===== src/sv/reb_pkg.sv =====
`default_nettype none
package reb_pkg;

  typedef logic [7:0] byte_t;

  localparam int unsigned NumRegs  = 6;
  localparam int unsigned CfgIdxW  = 3;
  localparam int unsigned DrawLimit = 32;
  localparam int unsigned DrawCntW = $clog2(DrawLimit);

  // register indexes of the configuration port
  localparam logic [CfgIdxW-1:0] RegSeedFirst   = 3'd0;
  localparam logic [CfgIdxW-1:0] RegSeedSecond  = 3'd1;
  localparam logic [CfgIdxW-1:0] RegSeedThird   = 3'd2;
  localparam logic [CfgIdxW-1:0] RegSeedFourth  = 3'd3;
  localparam logic [CfgIdxW-1:0] RegEscZero     = 3'd4;
  localparam logic [CfgIdxW-1:0] RegEscPrefix   = 3'd5;
  localparam logic [CfgIdxW-1:0] RegCount       = 3'd6;

  localparam byte_t CfgReset [NumRegs] = '{8'd1, 8'd2, 8'd3, 8'd4, 8'd193, 8'd248};

  // decoded work for the output side: one or two bytes
  typedef struct packed {
    logic  two;
    byte_t first;
    byte_t second;
  } op_t;

  typedef struct packed {
    logic  load;
    byte_t a;
    byte_t b;
    byte_t c;
    byte_t d;
  } gen_load_t;

  typedef struct packed {
    logic  go;
    byte_t forbid;
  } gen_req_t;

  typedef struct packed {
    logic  busy;
    logic  done;
    logic  found;
    byte_t code;
  } gen_rsp_t;

endpackage
`default_nettype wire


===== src/sv/reb_gen.sv =====
`default_nettype none
module reb_gen (
  input  wire logic               clk_i,
  input  wire logic               rst_ni,
  input  wire reb_pkg::gen_load_t load_i,
  input  wire reb_pkg::gen_req_t  req_i,
  output reb_pkg::gen_rsp_t       rsp_o
);
  import reb_pkg::*;

  byte_t a_q, b_q, c_q, d_q;
  byte_t forbid_q;
  logic  busy_q, busy_d;
  logic [DrawCntW-1:0] cnt_q, cnt_d;
  byte_t t, nd;
  logic  hit, done;

  // one xorshift step per cycle while a draw runs
  always_comb begin
    t    = a_q ^ (a_q << 3);
    nd   = d_q ^ (d_q >> 5) ^ t ^ (t >> 2);
    hit  = (nd != '0) && (nd != forbid_q);
    done = busy_q && (hit || (cnt_q == DrawCntW'(DrawLimit - 1)));
  end

  always_comb begin
    busy_d = busy_q;
    cnt_d  = cnt_q;
    if (load_i.load) begin
      busy_d = 1'b0;
    end else if (req_i.go) begin
      busy_d = 1'b1;
      cnt_d  = '0;
    end else if (busy_q) begin
      busy_d = !done;
      cnt_d  = cnt_q + 1'b1;
    end
  end

  always_ff @(posedge clk_i or negedge rst_ni) begin
    if (!rst_ni) begin
      a_q    <= CfgReset[RegSeedFirst];
      b_q    <= CfgReset[RegSeedSecond];
      c_q    <= CfgReset[RegSeedThird];
      d_q    <= CfgReset[RegSeedFourth];
      busy_q <= 1'b0;
      cnt_q  <= '0;
    end else begin
      busy_q <= busy_d;
      cnt_q  <= cnt_d;
      if (load_i.load) begin
        a_q <= load_i.a;
        b_q <= load_i.b;
        c_q <= load_i.c;
        d_q <= load_i.d;
      end else if (busy_q) begin
        a_q <= b_q;
        b_q <= c_q;
        c_q <= d_q;
        d_q <= nd;
      end
    end
  end

  always_ff @(posedge clk_i) begin
    if (req_i.go) begin
      forbid_q <= req_i.forbid;
    end
  end

  assign rsp_o.busy  = busy_q;
  assign rsp_o.done  = done;
  assign rsp_o.found = hit;
  assign rsp_o.code  = nd;

endmodule
`default_nettype wire


===== src/sv/reb_front.sv =====
`default_nettype none
module reb_front (
  input  wire logic                          clk_i,
  input  wire logic                          rst_ni,
  input  wire logic                          in_valid_i,
  output logic                               in_ready_o,
  input  wire reb_pkg::byte_t                in_byte_i,
  input  wire logic                          cfg_we_i,
  input  wire logic [reb_pkg::CfgIdxW-1:0]   cfg_idx_i,
  input  wire reb_pkg::byte_t                cfg_data_i,
  output reb_pkg::gen_load_t                 gen_load_o,
  output reb_pkg::gen_req_t                  gen_req_o,
  input  wire reb_pkg::gen_rsp_t             gen_rsp_i,
  output logic                               op_valid_o,
  output reb_pkg::op_t                       op_o,
  input  wire logic                          op_ready_i
);
  import reb_pkg::*;

  byte_t cfg_q [NumRegs];
  byte_t cfg_d [NumRegs];
  logic  reload;
  logic  pending_q, pending_d;
  byte_t zero_esc_q, pre_esc_q;
  logic  draw_zero_q;
  logic  accept;
  logic  is_zero_esc, is_pre_esc, is_end;

  assign in_ready_o  = !gen_rsp_i.busy && op_ready_i;
  assign accept      = in_valid_i && in_ready_o;
  assign is_zero_esc = (in_byte_i == zero_esc_q);
  assign is_pre_esc  = (in_byte_i == pre_esc_q);
  assign is_end      = (in_byte_i == '0);

  always_comb begin
    cfg_d  = cfg_q;
    reload = 1'b0;
    if (cfg_we_i && (cfg_idx_i < RegCount)) begin
      cfg_d[cfg_idx_i] = cfg_data_i;
      reload           = 1'b1;
    end
  end

  assign gen_load_o.load = reload;
  assign gen_load_o.a    = cfg_d[RegSeedFirst];
  assign gen_load_o.b    = cfg_d[RegSeedSecond];
  assign gen_load_o.c    = cfg_d[RegSeedThird];
  assign gen_load_o.d    = cfg_d[RegSeedFourth];

  // classify the item; the tests run in priority order
  always_comb begin
    pending_d        = pending_q;
    op_valid_o       = 1'b0;
    op_o.two         = 1'b0;
    op_o.first       = in_byte_i;
    op_o.second      = in_byte_i;
    gen_req_o.go     = 1'b0;
    gen_req_o.forbid = zero_esc_q;
    if (accept) begin
      if (pending_q) begin
        pending_d  = 1'b0;
        op_valid_o = 1'b1;
        priority if (is_zero_esc) begin
          gen_req_o.go     = 1'b1;
          gen_req_o.forbid = pre_esc_q;
        end else if (is_pre_esc) begin
          gen_req_o.go     = 1'b1;
          gen_req_o.forbid = zero_esc_q;
        end else if (is_end) begin
          op_o.first = pre_esc_q;
        end else begin
          op_o.first = pre_esc_q;
          op_o.two   = 1'b1;
        end
      end else begin
        priority if (is_end || is_pre_esc) begin
          pending_d = 1'b1;
        end else if (is_zero_esc) begin
          op_valid_o = 1'b1;
          op_o.first = '0;
        end else begin
          op_valid_o = 1'b1;
        end
      end
    end
  end

  always_ff @(posedge clk_i or negedge rst_ni) begin
    if (!rst_ni) begin
      cfg_q       <= CfgReset;
      pending_q   <= 1'b0;
      zero_esc_q  <= CfgReset[RegEscZero];
      pre_esc_q   <= CfgReset[RegEscPrefix];
      draw_zero_q <= 1'b0;
    end else begin
      cfg_q <= cfg_d;
      if (reload) begin
        pending_q  <= 1'b0;
        zero_esc_q <= cfg_d[RegEscZero];
        pre_esc_q  <= cfg_d[RegEscPrefix];
      end else begin
        pending_q <= pending_d;
        if (gen_rsp_i.done && gen_rsp_i.found) begin
          if (draw_zero_q) begin
            zero_esc_q <= gen_rsp_i.code;
          end else begin
            pre_esc_q <= gen_rsp_i.code;
          end
        end
      end
      if (gen_req_o.go) begin
        draw_zero_q <= is_zero_esc;
      end
    end
  end

endmodule
`default_nettype wire


===== src/sv/reb_queue.sv =====
`default_nettype none
module reb_queue #(
  parameter int unsigned Depth = 2
) (
  input  wire logic          clk_i,
  input  wire logic          rst_ni,
  input  wire logic          push_i,
  input  wire reb_pkg::op_t  push_op_i,
  output logic               not_full_o,
  input  wire logic          pop_i,
  output reb_pkg::op_t       pop_op_o,
  output logic               not_empty_o
);
  import reb_pkg::*;

  localparam int unsigned PtrW = (Depth > 1) ? $clog2(Depth) : 1;
  localparam int unsigned CntW = $clog2(Depth + 1);

  op_t              mem_q [Depth];
  logic [PtrW-1:0]  wr_ptr_q, rd_ptr_q;
  logic [CntW-1:0]  cnt_q;

  assign not_full_o  = (cnt_q != CntW'(Depth));
  assign not_empty_o = (cnt_q != '0);
  assign pop_op_o    = mem_q[rd_ptr_q];

  always_ff @(posedge clk_i or negedge rst_ni) begin
    if (!rst_ni) begin
      wr_ptr_q <= '0;
      rd_ptr_q <= '0;
      cnt_q    <= '0;
    end else begin
      if (push_i) begin
        wr_ptr_q <= (wr_ptr_q == PtrW'(Depth - 1)) ? '0 : wr_ptr_q + 1'b1;
      end
      if (pop_i) begin
        rd_ptr_q <= (rd_ptr_q == PtrW'(Depth - 1)) ? '0 : rd_ptr_q + 1'b1;
      end
      if (push_i && !pop_i) begin
        cnt_q <= cnt_q + 1'b1;
      end else if (pop_i && !push_i) begin
        cnt_q <= cnt_q - 1'b1;
      end
    end
  end

  always_ff @(posedge clk_i) begin
    if (push_i) begin
      mem_q[wr_ptr_q] <= push_op_i;
    end
  end

endmodule
`default_nettype wire


===== src/sv/reb_back.sv =====
`default_nettype none
module reb_back (
  input  wire logic          clk_i,
  input  wire logic          rst_ni,
  input  wire logic          op_valid_i,
  input  wire reb_pkg::op_t  op_i,
  output logic               op_pop_o,
  output logic               out_valid_o,
  input  wire logic          out_ready_i,
  output reb_pkg::byte_t     out_byte_o,
  output logic               out_last_o
);
  import reb_pkg::*;

  logic  out_valid_q;
  byte_t out_byte_q;
  logic  out_last_q;
  logic  second_q;
  byte_t second_byte_q;
  logic  free;

  assign free     = !out_valid_q || out_ready_i;
  assign op_pop_o = free && !second_q && op_valid_i;

  always_ff @(posedge clk_i or negedge rst_ni) begin
    if (!rst_ni) begin
      out_valid_q <= 1'b0;
      second_q    <= 1'b0;
    end else if (free) begin
      if (second_q) begin
        out_valid_q <= 1'b1;
        second_q    <= 1'b0;
      end else begin
        out_valid_q <= op_valid_i;
        second_q    <= op_valid_i && op_i.two;
      end
    end
  end

  // hold the second byte of a pair until the first has gone
  always_ff @(posedge clk_i) begin
    if (free) begin
      if (second_q) begin
        out_byte_q <= second_byte_q;
        out_last_q <= 1'b1;
      end else if (op_valid_i) begin
        out_byte_q    <= op_i.first;
        out_last_q    <= !op_i.two;
        second_byte_q <= op_i.second;
      end
    end
  end

  assign out_valid_o = out_valid_q;
  assign out_byte_o  = out_byte_q;
  assign out_last_o  = out_last_q;

endmodule
`default_nettype wire


===== src/sv/rotating_escape_byte_unstuffer_top.sv =====
`default_nettype none
// Byte unstuffer with two rotating escape codes. Each stuffed byte on the
// slave stream gives zero, one or two plain bytes on the master stream;
// tlast marks the final byte caused by one input item. An item that
// retires an escape code starts a draw of the xorshift generator, one
// step per cycle, during which no input is taken. A two-byte result holds
// the output register until both bytes have gone; a small op queue between
// the decoder and the output register lets the input keep flowing while
// results wait. Any configuration write to a valid index reloads seeds,
// escape codes and the prefix flag; write only while idle.
module rotating_escape_byte_unstuffer_top #(
  parameter int unsigned QueueDepth = 2
) (
  input  wire logic                        clk_i,
  input  wire logic                        rst_ni,
  input  wire logic                        s_axis_tvalid,
  output logic                             s_axis_tready,
  input  wire logic [7:0]                  s_axis_tdata,  // [7:0] stuffed_byte
  output logic                             m_axis_tvalid,
  input  wire logic                        m_axis_tready,
  output logic [7:0]                       m_axis_tdata,  // [7:0] plain_byte
  output logic                             m_axis_tlast,
  input  wire logic                        cfg_we_i,
  input  wire logic [reb_pkg::CfgIdxW-1:0] cfg_idx_i,
  input  wire logic [7:0]                  cfg_data_i
);
  import reb_pkg::*;

  gen_load_t gen_load;
  gen_req_t  gen_req;
  gen_rsp_t  gen_rsp;
  logic      push, not_full, pop, not_empty;
  op_t       push_op, pop_op;

  reb_gen u_gen (
    .clk_i  (clk_i),
    .rst_ni (rst_ni),
    .load_i (gen_load),
    .req_i  (gen_req),
    .rsp_o  (gen_rsp)
  );

  reb_front u_front (
    .clk_i      (clk_i),
    .rst_ni     (rst_ni),
    .in_valid_i (s_axis_tvalid),
    .in_ready_o (s_axis_tready),
    .in_byte_i  (s_axis_tdata),
    .cfg_we_i   (cfg_we_i),
    .cfg_idx_i  (cfg_idx_i),
    .cfg_data_i (cfg_data_i),
    .gen_load_o (gen_load),
    .gen_req_o  (gen_req),
    .gen_rsp_i  (gen_rsp),
    .op_valid_o (push),
    .op_o       (push_op),
    .op_ready_i (not_full)
  );

  reb_queue #(
    .Depth (QueueDepth)
  ) u_queue (
    .clk_i       (clk_i),
    .rst_ni      (rst_ni),
    .push_i      (push),
    .push_op_i   (push_op),
    .not_full_o  (not_full),
    .pop_i       (pop),
    .pop_op_o    (pop_op),
    .not_empty_o (not_empty)
  );

  reb_back u_back (
    .clk_i       (clk_i),
    .rst_ni      (rst_ni),
    .op_valid_i  (not_empty),
    .op_i        (pop_op),
    .op_pop_o    (pop),
    .out_valid_o (m_axis_tvalid),
    .out_ready_i (m_axis_tready),
    .out_byte_o  (m_axis_tdata),
    .out_last_o  (m_axis_tlast)
  );

  a_no_input_during_draw: assert property (@(posedge clk_i) disable iff (!rst_ni)
    s_axis_tready |-> !gen_rsp.busy)
    else $error("input taken while a draw runs");

  a_no_overflow: assert property (@(posedge clk_i) disable iff (!rst_ni)
    push |-> not_full)
    else $error("op queue overflow");

  a_pair_follows: assert property (@(posedge clk_i) disable iff (!rst_ni)
    (m_axis_tvalid && m_axis_tready && !m_axis_tlast) |=> m_axis_tvalid)
    else $error("second byte of a pair missing");

  a_draw_starts_idle: assert property (@(posedge clk_i) disable iff (!rst_ni)
    gen_req.go |-> !gen_rsp.busy)
    else $error("draw started while generator busy");

endmodule
`default_nettype wire


===== config.mk =====
export PLATFORM = sky130hd
export DESIGN_NAME = rotating_escape_byte_unstuffer_top
export DESIGN_NICKNAME = d
export VERILOG_FILES = /design/src/sv/reb_pkg.sv /design/src/sv/reb_gen.sv /design/src/sv/reb_front.sv /design/src/sv/reb_queue.sv /design/src/sv/reb_back.sv /design/src/sv/rotating_escape_byte_unstuffer_top.sv
export SDC_FILE = /design/constraint.sdc
export NUM_CORES = 1
export LEC_CHECK = 0
export BUFFER_PORTS_ARGS = -buffer_cell sky130_fd_sc_hd__buf_2
export CELL_PAD_IN_SITES_DETAIL_PLACEMENT = 1
export CELL_PAD_IN_SITES_GLOBAL_PLACEMENT = 2
export CORE_ASPECT_RATIO = 1.2
export CORE_MARGIN = 8
export CORE_UTILIZATION = 35
export DETAILED_ROUTE_END_ITERATION = 8
export MAX_ROUTING_LAYER = met4
export PLACE_DENSITY = 0.67
export SLEW_MARGIN = 20
export SYNTH_ARGS = -nofsm -noshare
export SYNTH_HDL_FRONTEND = slang
export SYNTH_SLANG_ARGS = --single-unit

===== constraint.sdc =====
create_clock -name clk_i -period 3.2 [get_ports clk_i]
set_clock_uncertainty 0.05 [all_clocks]
set_input_delay 0.16 -clock clk_i [delete_from_list [all_inputs] [get_ports clk_i]]
set_output_delay 0.16 -clock clk_i [all_outputs]
set_load 0.005 [all_outputs]

==> results of run 1 <==
layout make-up:
class                           instances  area (um2)
Clock buffer                           17         425
Sequential cell                       169        4560
Multi-Input combinational cell        437        3530
Tap cell                              315         394
Timing Repair Buffer                   58         388
Clock inverter                         15         174
Inverter                                7        26.3
Fill cell                            2491       13700
path summary, 6_finish.rpt:
| check | start | end | slack [ns] | cells after the start |
|---|---|---|---|---|
| setup / recovery | u_gen.a_q[3]$_DFFE_PN0P_ | u_front.zero_esc_q[3]$_DFFE_PN0P_ | 0.43 | 6 |
| hold / removal | s_axis_tdata[0] | u_queue.mem_q[1][0]$_DFFE_PP_ | 0.03 | 1 |
| setup reg to reg | u_gen.a_q[3]$_DFFE_PN0P_ | u_front.zero_esc_q[3]$_DFFE_PN0P_ | 0.43 | 6 |
| hold reg to reg | u_queue.wr_ptr_q$_DFFE_PN0P_ | u_queue.wr_ptr_q$_DFFE_PN0P_ | 0.44 | 1 |
| max in group asynchronous | rst_ni | u_gen.c_q[0]$_DFFE_PN1P_ | 2.03 | 3 |
| min in group asynchronous | rst_ni | u_queue.rd_ptr_q$_DFFE_PN0P_ | 0.21 | 2 |
per-layer routing:
layer / GRT usage / vias up / share of wire
li1: - / 2485 / -
met1: 0.174 / 2602 / 0.44
met5: - / - / 0
met3: 0.0251 / 22 / 0.023
met4: 0.0466 / 0 / 0.014
met2: 0.265 / 54 / 0.52
power by group:
part | internal, mW | switching (mW)
Sequential | 2.88 | 0.367
Clock | 1.11 | 0.963
Combinational | 0.879 | 0.911
logic make-up (layout without fill, tap and decap cells):
logic type | count (synthesis) | in the layout | synth area share
flip-flops | 169 | 169 | 0.550
AND/OR/NAND/NOR | 141 | 141 | 0.0875
multiplexers | 124 | 124 | 0.160
AO/OA/AOI/OAI | 117 | 117 | 0.0954
XOR/XNOR | 52 | 52 | 0.0780
buffers and inverters | 50 | 97 | 0.0252
adder cells (fa/ha/maj) | 3 | 3 | 0.00453
flip-flops by register name (all words and copies together), names as in the netlist:
| name | flops |
|---|---|
| u_front.zero_esc_q | 8 |
| u_queue.cnt_q | 2 |
| u_queue.wr_ptr_q | 1 |
| u_gen.c_q | 8 |
| u_gen.d_q | 8 |
| u_gen.busy_q | 1 |
| u_back.second_byte_q | 8 |
| u_queue.rd_ptr_q | 1 |
| u_gen.a_q | 8 |
| u_front.draw_zero_q | 1 |
| u_queue.mem_q | 34 |
| u_front.pre_esc_q | 8 |
| u_back.out_valid_o | 1 |
| u_front.pending_q | 1 |
| u_back.second_q | 1 |
| u_gen.b_q | 8 |
| u_back.out_last_o | 1 |
| u_front.cfg_q | 48 |
| u_gen.forbid_q | 8 |
| u_back.out_byte_o | 8 |
| u_gen.cnt_q | 5 |
per-stage QoR:
| step | utilization | area, um2 |
|---|---|---|
| floorplan | - | 8290 |
| global placement | 0.379 | 8800 |
| detailed placement | 0.379 | 8800 |
| CTS | 0.409 | 9490 |
| global route | 0.409 | 9490 |
| finish | 0.409 | 9490 |
critical path: cells and delay by family (launching register included):
| kind | cells | cell delay, ns |
|---|---|---|
| simple gates | 3 | 1.02 |
| xor+xnor | 2 | 0.79 |
| flops | 1 | 0.44 |
| compound gates | 1 | 0.34 |
repair_timing:
item	4_1_cts	5_1_grt
setup endpoints to repair	0	0
endpoints found under the hold margin	40	0
hold buffers	9	0
placed cells by master, fill, tap and decap left out, drive strengths merged, types with 2 or more instances in the layout:
cell	synthesis	layout
and2	3	3
edfxtp	59	59
dfrtp	84	84
nor3b	3	3
xnor2	17	17
a21o	2	2
a21oi	39	39
dlygate4sd3	0	9
inv	7	14
or4	2	2
a311o	14	14
mux2	67	67
nor2	31	31
nand4b	2	2
clkinv	0	5
ha	3	3
clkinvlp	0	2
mux2i	57	57
nand3	2	2
buf	5	49
a22o	10	10
xor2	23	23
nor2b	31	31
xnor3	9	9
nand2	33	33
a31o	2	2
o22ai	2	2
nor4	6	6
nor3	19	19
o21ai	15	15
nand2b	3	3
dfstp	26	26
a211oi	31	31
xor3	3	3
clkbuf	38	17
==> results.txt, run 1 <==
The number of antenna violations at the first check in global routing came out at 0. The total area inside the core boundary comes to 0.0232 mm2. The setup slack after layout is 0.430 ns, and the number of design-rule violations left by the first detailed-router iteration is 166.

The maximum resistive drop on vdd was 361 uV; the layout-stage area growth over the synthesis result was 14.5%. The number of max-cap violations came out at 0. The per-cell routed wire length was 19.9 um. The run gives 0.550 as the part of the Yosys area used for sequential elements.

The worst hold path belongs to the class primary input to register. The number of buffers added on ports was 34. For the hold violation total from the final report, the log shows 0. Wire length of the first global-routing pass: 32,500 um. The run finished with clean final reports. Based on the critical path, the design can be clocked at up to 361 MHz. Measured along the x axis, the die boundary spans 157 um.

TritonCTS created 17 clock buffers. The logs give 0 for the count of buffers added by post-CTS timing repair for setup and 0 for the final global-route overflow total. The clock-pin slew on the worst setup and hold paths is 0.07 ns. Clock root buffer: clkbuf_16. In this run, synthesis inferred 59 flip-flops with an integrated enable.

Counting along the longest clock path gives a buffer depth of 2. The tools report the number of max-slew violations in the final report as 0. The synthesized netlist net count was 683.

Counting instances in the post-synthesis netlist gives the leading cell types as dfrtp_1 (84), mux2_2 (67), edfxtp_1 (59). The signal on the critical path passes through xnor2_2, xnor3_1, nor4_4, and2_1, nor3_1, a311o_1. The flip-flop and latch count after synthesis is 169.

For this run, the number of Yosys warnings is 0. Each instance of the synthesized netlist takes up on average 12.6 um2. The tree built by TritonCTS fans out to 169 sinks. The H-tree was split into 4 levels. The global routing usage summed across all routing layers was 0.151; the die outline area was 0.0289 mm2. Startpoint-to-endpoint class of the critical path: register to register. The count of antenna diodes in the layout is 0.

The run gives 0.357 as the starting utilization of the core area. The HPWL after detailed placement is 14,700 um. For the smallest hold slack, the log shows 0.0278 ns.

The transition at the pin with the smallest max-transition slack works out to 0.961 ns. The share of Yosys cell area claimed by the top area cell type was 0.254. Setup repair after global routing left no endpoint under its margin. The synthesized netlist occupies a cell area of 0.00829 mm2. Period utilization: 0.866. Gate count after technology mapping: 656. Detailed routing inserted a total of 5,163 vias.

The slowest stage of the critical path belongs to the cell and2_1. Summed over all layers, the routed wires come to 20,200 um. Flip-flop cell with the highest count after synthesis: dfrtp_1. Synthesis instantiated 46 different standard cells from the library.

In the routed design, unresolved DRC markers number 0. The die is 185 um tall. Post-CTS repair changed the size of 0 cells. Share of final-layout standard cells stronger than drive strength 1: 0.260.

The share of async-settable or async-resettable flops after synthesis came out at 0.651. Entering global routing, the biggest net connects 71 pins. Dividing total power by cell area gives a power density of 750 mW/mm2.

The run gives 0.43 ns as the clock latency on the worst-skew pair. The run gives 0.806 as the final weighted congestion in routability-driven placement. In the post-synthesis netlist, the biggest area contributors are dfrtp_1 (25%), edfxtp_1 (21%), mux2_2 (9.1%).

The tools report the worst setup slack after placement as 0.440 ns. The worst path arrival time was 3.03 ns. The tools report the leakage component of the power as 3.76 nW. The most common cell in the synthesized netlist is dfrtp_1. The tools report the kind of start point of the critical path as a register.

The instance count after placement with tap cells included is 977. The tools report the iteration count of the initial detailed-routing pass as 4. The largest stage delay on the critical path is 0.51 ns, and the data required time at the worst endpoint is 3.46 ns.

The clock period could shrink to 2.77 ns. The highest net fanout along the worst path works out to 14. The design draws 7.12 mW. STA classifies the critical path endpoint as a register. The tools report the summed negative setup slack over all endpoints as 0 ns. The via density per instance was 5.07. The biggest area contributor in the post-synthesis netlist is dfrtp_1. The logs give 1,018 for the number of standard cells in the final layout excluding fillers and 61 for the number of rows created at floorplan. The number of global-route vias before repair is 5,650. The worst slew margin relative to its limit is 0.357, and the final setup violation count is 0.

For the boundary pin count, the log shows 35. The run gives 0 as the residual antenna-violating net count after detailed routing. TritonCTS built the clock tree. The net count of the finished layout is 717.
Power figures use the tool's default switching activity.
==> run 2: changes to the inputs <==
--- a/config.mk
+++ b/config.mk
@@ -11,9 +11,9 @@
 export CORE_ASPECT_RATIO = 1.2
 export CORE_MARGIN = 8
-export CORE_UTILIZATION = 35
+export CORE_UTILIZATION = 43
 export DETAILED_ROUTE_END_ITERATION = 8
 export MAX_ROUTING_LAYER = met4
-export PLACE_DENSITY = 0.67
-export SLEW_MARGIN = 20
+export PLACE_DENSITY = 0.8
+export SLEW_MARGIN = 30
 export SYNTH_ARGS = -nofsm -noshare
 export SYNTH_HDL_FRONTEND = slang
==> constraint.sdc (replaced) <==
create_clock -name clk_i -period 3.2 [get_ports clk_i]
set_clock_uncertainty 0.05 [all_clocks]
set_input_delay 0 -clock clk_i [delete_from_list [all_inputs] [get_ports clk_i]]
set_output_delay 0 -clock clk_i [all_outputs]
set_load 0.005 [all_outputs]
==> run 2 against run 1 <==
Die area decreased by 17%. Count of clock-buffer cells in the layout unchanged. Global-route usage increased by 2.9 points. Cell area about the same. Register-to-register slack improved by 0.03 ns. Clock power about the same. Critical endpoint is now u_front.zero_esc_q[1]$_DFFE_PN0P_. Highest routed layer unchanged.
==> results.txt, run 2 (same netlist as run 1, synthesis figures left out) <==
Setup repair after global routing left no endpoint under its margin. The tools report the summed negative setup slack over all endpoints as 0 ns (unchanged). The boundary pin count is 35 (unchanged), and the x dimension of the die is 143 um (was 157 um).

The number of flip-flops in the largest register was 48 (unchanged); the proportion of power drawn by flip-flops and latches was 0.460 (was 0.457). The tools report the critical path endpoint category as a register (unchanged). The number of gates given a new drive strength after cts was 0 (unchanged); the net switching power figure was 2.28 mW (was 2.24 mW).

Count of antenna diodes in the layout: 0 (unchanged). The number of design-rule violations left by the first detailed-router iteration was 194 (was 166). The switching part of the total was 0.322 (was 0.315).

The maximum buffer depth of the clock tree is 2 (unchanged), and the fmax is 365 MHz (was 361 MHz). The total CTS buffers is 17 (unchanged), and the final weighted congestion in routability-driven placement is 0.858 (was 0.806). The number of global-route vias before repair is 5,791 (was 5,650), and the final setup violation count is 0 (unchanged). For the area of the core, the log shows 0.0189 mm2 (was 0.0232 mm2). The clock latency on the worst-skew pair is 0.43 ns (about the same). The tools report the global routing usage summed across all routing layers as 0.180 (was 0.151). The register name with the most flops was u_front.cfg_q (unchanged).

The largest stage delay on the critical path was 0.50 ns (was 0.51 ns). For the residual antenna-violating net count after detailed routing, the log shows 0 (unchanged). The number of max-cap violations came out at 0 (unchanged).

The share of final-layout standard cells stronger than drive strength 1 was 0.255 (was 0.260). TritonCTS built the clock tree. The number of buffers added on ports is 34 (unchanged), and the number of max-slew violations in the final report is 0 (unchanged).

The leakage component of the power is 3.78 nW (was 3.76 nW), and the fraction of power consumed by the clock network is 0.290 (was 0.292). The power per cell area was 745 mW/mm2 (was 750 mW/mm2). Period utilization: 0.857 (was 0.866). The tools report the clock root buffer as clkbuf_16 (unchanged).

The via density per instance was 5.44 (was 5.07). The highest net fanout along the worst path is 14 (unchanged), and the number of antenna violations at the first check in global routing is 0 (unchanged). CP Cell Sequence: xor2_2, xnor3_1, nor4_4, and2_1, nor3_1, a311o_1 (was xnor2_2, xnor3_1, nor4_4, and2_1, nor3_1, a311o_1). The hold violation total from the final report came out at 0 (unchanged).

For the final global-route overflow total, the log shows 0 (unchanged). The run gives 32,800 um (was 32,500 um) as the wire length of the first global-routing pass. The critical path's slowest cell was and2_1 (unchanged). The die outline area is 0.0240 mm2 (was 0.0289 mm2), and the maximum level of the CTS H-tree is 4 (unchanged). The worst slew margin relative to its limit is 0.428 (was 0.357).

The leading cell type in the layout, fill and taps excluded is dfrtp_1 (unchanged). DRC violations left: 0 (unchanged). Leading registers by flop count: u_front.cfg_q: 48 flops, u_queue.mem_q: 34 flops (unchanged).

Most used cells in the layout excluding fill and tap cells: dfrtp_1 (83), mux2_2 (67), edfxtp_1 (59) (unchanged). The proportion of power drawn by combinational gates was 0.250 (was 0.251); the clock-pin slew on the worst setup and hold paths was 0.07 ns (about the same). The per-cell routed wire length is 20.7 um (was 19.9 um). The iteration count of the initial detailed-routing pass is 4 (unchanged). The run gives 20,000 um (was 20,200 um) as the total length of routed wires. For the worst path arrival time, the log shows 3.01 ns (was 3.03 ns). The transition at the pin with the smallest max-transition slack was 0.858 ns (was 0.961 ns); the routed via count was 5,248 (was 5,163). The logs give 55 (was 61) for the number of rows created at floorplan and 723 (was 717) for the count of nets after finishing.

The data required time at the worst endpoint is 3.47 ns (was 3.46 ns), and the cell area reported after detailed placement is 0.00871 mm2 (was 0.00880 mm2). The logs give 14,100 um (was 14,700 um) for the estimated wirelength of the detail-placed design and 380 uV (was 361 uV) for the maximum resistive drop on vdd. The clock period minus final worst setup slack is 2.74 ns (was 2.77 ns).

Kind of start point of the critical path: a register (unchanged). Startpoint-to-endpoint class of the critical path: register to register (unchanged). The vertical extent of the die was 168 um (was 185 um); the layout-stage area growth over the synthesis result was 14.5% (about the same). The run gives 169 (unchanged) as the clock sink total. The run finished with clean final reports. The starting utilization of the core area was 0.440 (was 0.357). The class of the worst hold path is primary input to register (unchanged).

The largest net degree at the start of global routing came out at 60 (was 71). The internal power contribution was 4.80 mW (was 4.88 mW). The tools report the cell area after layout as 0.00949 mm2 (about the same).
-- run 2: changes by cell type in the layout (fill, tap and decap cells not counted) --
| cell | before | now |
|---|---|---|
| buf_4 | 15 | 12 |
| clkinv_8 | 3 | 4 |
| nor2_1 | 31 | 30 |
| bufinv_16 | 1 | 0 |
| clkinv_4 | 1 | 2 |
| dlygate4sd3_1 | 9 | 18 |
| clkinv_2 | 1 | 0 |
| inv_8 | 2 | 6 |
| inv_6 | 5 | 1 |
| nor2_2 | 0 | 1 |
-- run 2: power groups by stage --
stage | clock network (mW) | registers, mW | logic [mW]
6_report | 2.05 | 3.26 | 1.77
3_5_place_dp | 0 | 3.31 | 1.75
3_3_place_gp | 0 | 3.26 | 1.70
5_1_grt | 2.18 | 3.33 | 1.93
4_1_cts | 2.10 | 3.27 | 1.80
2_1_floorplan | 0 | 3.12 | 1.35
-- run 2: layout make-up --
class,count,area [um2]
clock buffers,17,425
clock inverters,15,174
fillers,1943,9370
inverters,7,26.3
multi-input cells,437,3530
flip-flops and latches,169,4560
well taps,256,320
repair buffers,64,455
-- run 2: repair_timing --
item                      CTS  global route
hold buffers               18             0
hold endpoints to repair  105             0
setup buffers               0             0
-- run 2: worst paths after layout --
kind / from / endpoint / slack (ns) / cells after the start
max: u_gen.a_q[4]$_DFFE_PN0P_ / u_front.zero_esc_q[1]$_DFFE_PN0P_ / 0.46 / 6
min: s_axis_tvalid / u_front.pending_q$_DFFE_PN0P_ / 0.02 / 5
max reg2reg: u_gen.a_q[4]$_DFFE_PN0P_ / u_front.zero_esc_q[1]$_DFFE_PN0P_ / 0.46 / 6
min reg2reg: u_queue.wr_ptr_q$_DFFE_PN0P_ / u_queue.wr_ptr_q$_DFFE_PN0P_ / 0.45 / 1
max in group asynchronous: rst_ni / u_gen.c_q[1]$_DFFE_PN1P_ / 1.95 / 3
min in group asynchronous: rst_ni / u_queue.rd_ptr_q$_DFFE_PN0P_ / 0.15 / 2
-- run 2: worst max-delay path: cells and delay by family, from the launching register on --
kind | cells | cell delay, ns
AO/OA/AOI/OAI | 1 | 0.34
XOR/XNOR | 2 | 0.83
flip-flops | 1 | 0.46
AND/OR/NAND/NOR | 3 | 0.95
-- run 2: per-layer routing --
metal	track usage	share of wire	up-vias	wire length, um
li1	-	-	2472	-
met1	0.208	0.42	2671	8490
met2	0.312	0.53	77	10600
met3	0.0266	0.024	28	485
met4	0.0648	0.023	0	457
met5	-	0	-	0
-- run 2: stage by stage --
step	std cells	hold WS, ns	utilization	worst slack [ns]	total power, mW
2_1_floorplan	656	-0.346	-	0.834	4.47
3_3_place_gp	915	0.0848	0.462	0.561	4.96
3_5_place_dp	915	0.0982	0.462	0.464	5.06
4_1_cts	965	0.00672	0.503	0.445	7.16
5_1_grt	965	0.0883	0.503	0.313	7.44
6_report	965	0.0157	0.503	0.458	7.07
==> run 3: changes to the inputs <==
- CORE_UTILIZATION: 43 -> 39
- PLACE_DENSITY: 0.8 -> 0.76
- clock period: 3.2 -> 2.3 ns (I/O delays scaled with it)
==> run 3 against run 2 <==
The flow now finishes with violations (setup timing). Count of clock-buffer cells in the layout unchanged. Flip-flop and latch count unchanged. Register-to-register slack got worse by 0.58 ns. Cell area up 5.1%. Maximum frequency rose by 13%. Largest cell class unchanged.
==> results.txt, run 3 (same netlist as run 1, synthesis figures left out) <==
The run finished, with violations left. The checks that failed: setup timing. The startpoint-to-endpoint class of the critical path was register to register (unchanged). The number of antenna violations at the first check in global routing was 0 (unchanged).

Worst reg2reg path endpoint: u_front.pre_esc_q[0]$_DFFE_PN0P_ (was u_front.zero_esc_q[1]$_DFFE_PN0P_). The proportion of power drawn by combinational gates is 0.305 (was 0.250). For the number of design-rule violations left by the first detailed-router iteration, the log shows 209 (was 194). TritonCTS built the clock tree.

Clock-pin slew on the worst setup and hold paths: 0.07 ns (about the same). The tools report the maximum buffer depth of the clock tree as 2 (unchanged). The worst hold path endpoint is u_front.cfg_q[4]$_DFF_PN1_ (was u_front.pending_q$_DFFE_PN0P_). The internal power contribution is 6.99 mW (was 4.80 mW), and the global routing usage summed across all routing layers is 0.174 (was 0.180). The logs give 0 (unchanged) for the number of max-cap violations and 0 (unchanged) for the final global-route overflow total. The setup slack after layout came out at -0.123 ns (was 0.458 ns).

The tools report the data required time at the worst endpoint as 2.60 ns (was 3.47 ns). The count of cells along the worst hold path is 2 (was 5). The logs give 0.00908 mm2 (was 0.00871 mm2) for the cell area reported after detailed placement and 413 MHz (was 365 MHz) for the fmax.

The clock latency on the worst-skew pair is 0.44 ns (was 0.43 ns). The final setup violation count is 17 (was 0). The via density per instance is 5.37 (was 5.44). The area of the core was 0.0209 mm2 (was 0.0189 mm2); the highest net fanout along the worst path was 5 (was 14). The worst slew margin relative to its limit is 0.404 (was 0.428). Number of buffers added on ports: 34 (unchanged). Wire length of the first global-routing pass: 34,300 um (was 32,800 um). The hold violation total from the final report was 0 (unchanged); the count of antenna diodes in the layout was 0 (unchanged).

The tools report the number of global-route vias before repair as 6,086 (was 5,791). Most used cells in the layout excluding fill and tap cells: dfrtp_1 (82), mux2_2 (67), edfxtp_1 (59) (was dfrtp_1 (83), mux2_2 (67), edfxtp_1 (59)). The smallest hold slack was 0.00363 ns (was 0.0157 ns); the count of nets after finishing was 766 (was 723). The maximum level of the CTS H-tree came out at 4 (unchanged). The per-cell routed wire length was 20.5 um (was 20.7 um). Critical hold path startpoint: cfg_data_i[4] (was s_axis_tvalid). The power per cell area came out at 1030 mW/mm2 (was 745 mW/mm2). Setup repair after global routing could not meet its margin everywhere.

The maximum resistive drop on vdd came out at 654 uV (was 380 uV). The class of the worst hold path is primary input to register (unchanged). The tools report the clock sink total as 169 (unchanged).

The register name with the most flops was u_front.cfg_q (unchanged). The run gives 58 (was 55) as the number of rows created at floorplan. The estimated wirelength of the detail-placed design was 14,900 um (was 14,100 um); the fraction of power consumed by the clock network was 0.266 (was 0.290).

The tools report the net switching power figure as 3.26 mW (was 2.28 mW). The DRC violations left is 0 (unchanged), and the share of final-layout standard cells stronger than drive strength 1 is 0.323 (was 0.255). The leading cell type in the layout, fill and taps excluded was dfrtp_1 (unchanged).

For the starting utilization of the core area, the log shows 0.397 (was 0.440). For the iteration count of the initial detailed-routing pass, the log shows 4 (unchanged). The clock root buffer is clkbuf_16 (unchanged). Leading registers by flop count: u_front.cfg_q: 48 flops, u_queue.mem_q: 34 flops (unchanged). The largest net degree at the start of global routing came out at 52 (was 60). Total CTS buffers: 17 (unchanged).

The proportion of power drawn by flip-flops and latches was 0.428 (was 0.460). The tools report the routed via count as 5,485 (was 5,248). The die outline area is 0.0262 mm2 (was 0.0240 mm2), and the worst-case reg-to-reg path depth is 8 (was 6). The run gives 20,900 um (was 20,000 um) as the total length of routed wires. The residual antenna-violating net count after detailed routing was 0 (unchanged); the vertical extent of the die was 176 um (was 168 um).

The x dimension of the die is 149 um (was 143 um), and the cell area after layout is 0.00998 mm2 (was 0.00949 mm2). Kind of start point of the critical path: a register (unchanged). Layout-stage area growth over the synthesis result: 20.3% (was 14.5%). Worst setup slack after placement: -0.242 ns (was 0.464 ns). The boundary pin count was 35 (unchanged); the clock period minus final worst setup slack was 2.42 ns (was 2.74 ns).

The final weighted congestion in routability-driven placement was 0.803 (was 0.858); the transition at the pin with the smallest max-transition slack was 0.894 ns (was 0.858 ns). Worst path arrival time: 2.72 ns (was 3.01 ns). Origin of the critical flop-to-flop path: u_gen.a_q[2]$_DFFE_PN0P_ (was u_gen.a_q[4]$_DFFE_PN0P_). The number of max-slew violations in the final report is 0 (unchanged).

The switching part of the total was 0.318 (was 0.322). The register-to-register path setup slack came out at -0.12 ns (was 0.46 ns). The period utilization works out to 1.05 (was 0.857).

The leakage component of the power was 4.02 nW (was 3.78 nW); the number of flip-flops in the largest register was 48 (unchanged). The critical path endpoint category is a register (unchanged).
[run 3: cell count changes in the layout (fill, tap and decap cells not counted), moves of 3 or more]
cell / previous run / this run
buf_4: 12 / 50
buf_6: 0 / 4
nor4_1: 5 / 1
nor4_2: 0 / 4
a21oi_1: 39 / 36
buf_12: 1 / 4
inv_8: 6 / 3
[run 3: worst max-delay path: stages, from the launching register on]
cell and delay, ns:
dfrtp_2 0.47, xnor3_1 0.46, xnor3_1 0.30, nor4_4 0.33, buf_4 0.20, a21oi_4 0.06, buf_6 0.14, a31o_4 0.23
o22ai_2 0.10
[run 3: metal layers]
metal  track usage  part of all wire  vias to the layer above
li1              -                 -                     2565
met1         0.201              0.43                     2805
met2         0.293              0.53                       80
met3        0.0224             0.021                       35
met4        0.0830             0.027                        0
met5             -                 0                        -
[run 3: metrics by stage]
step                       util  TNS, ns  power, mW  std cells
after floorplan               -  -0.0509       6.23        656
after global placement    0.435    -1.07       7.27        970
after detailed placement  0.435    -2.92       7.42        970
after CTS                 0.474    -1.80       10.3       1021
after global routing      0.477    -2.84       10.8       1022
final                     0.477    -1.11       10.3       1022
[run 3: how the worst max path moves through the flow]
stage | to | startpoint | cells past startpoint | slack, ns
finish | u_front.pre_esc_q[0]$_DFFE_PN0P_ | u_gen.a_q[2]$_DFFE_PN0P_ | 8 | -0.12
global route | u_front.zero_esc_q[1]$_DFFE_PN0P_ | u_gen.a_q[2]$_DFFE_PN0P_ | 6 | -0.19
CTS | u_front.zero_esc_q[1]$_DFFE_PN0P_ | u_gen.d_q[1]$_DFFE_PN0P_ | 6 | -0.16
detailed placement | u_front.zero_esc_q[4]$_DFFE_PN0P_ | u_gen.d_q[2]$_DFFE_PN1P_ | 7 | -0.24
global placement | u_front.zero_esc_q[4]$_DFFE_PN0P_ | u_gen.d_q[2]$_DFFE_PN1P_ | 7 | -0.12
floorplan | u_front.zero_esc_q[5]$_DFFE_PN0P_ | u_gen.d_q[2]$_DFFE_PN1P_ | 8 | -0.02
[run 3: cell type report]
cell class              instances  area (um2)
flip-flops and latches        169        4560
repair buffers                107         826
clock buffers                  17         425
multi-input cells             437        3660
clock inverters                15         139
inverters                       7        26.3
well taps                     270         338
fillers                      2177       10900
[run 3: what timing repair did]
| action | 4_1_cts | 5_1_grt |
|---|---|---|
| hold buffers | 16 | 0 |
| endpoints found under the setup margin | 32 | 61 |
| setup buffers | 4 | 1 |
| pin swaps | 11 | 4 |
| endpoints found under the hold margin | 102 | 0 |
| resized for setup | 20 | 10 |
[run 3: power groups by stage]
| stage | Combinational, mW | Sequential [mW] | Clock, mW |
|---|---|---|---|
| after floorplan | 1.88 | 4.34 | 0 |
| after global placement | 2.85 | 4.41 | 0 |
| after detailed placement | 2.96 | 4.46 | 0 |
| after CTS | 3.09 | 4.40 | 2.81 |
| after global routing | 3.41 | 4.48 | 2.91 |
| final | 3.13 | 4.39 | 2.73 |
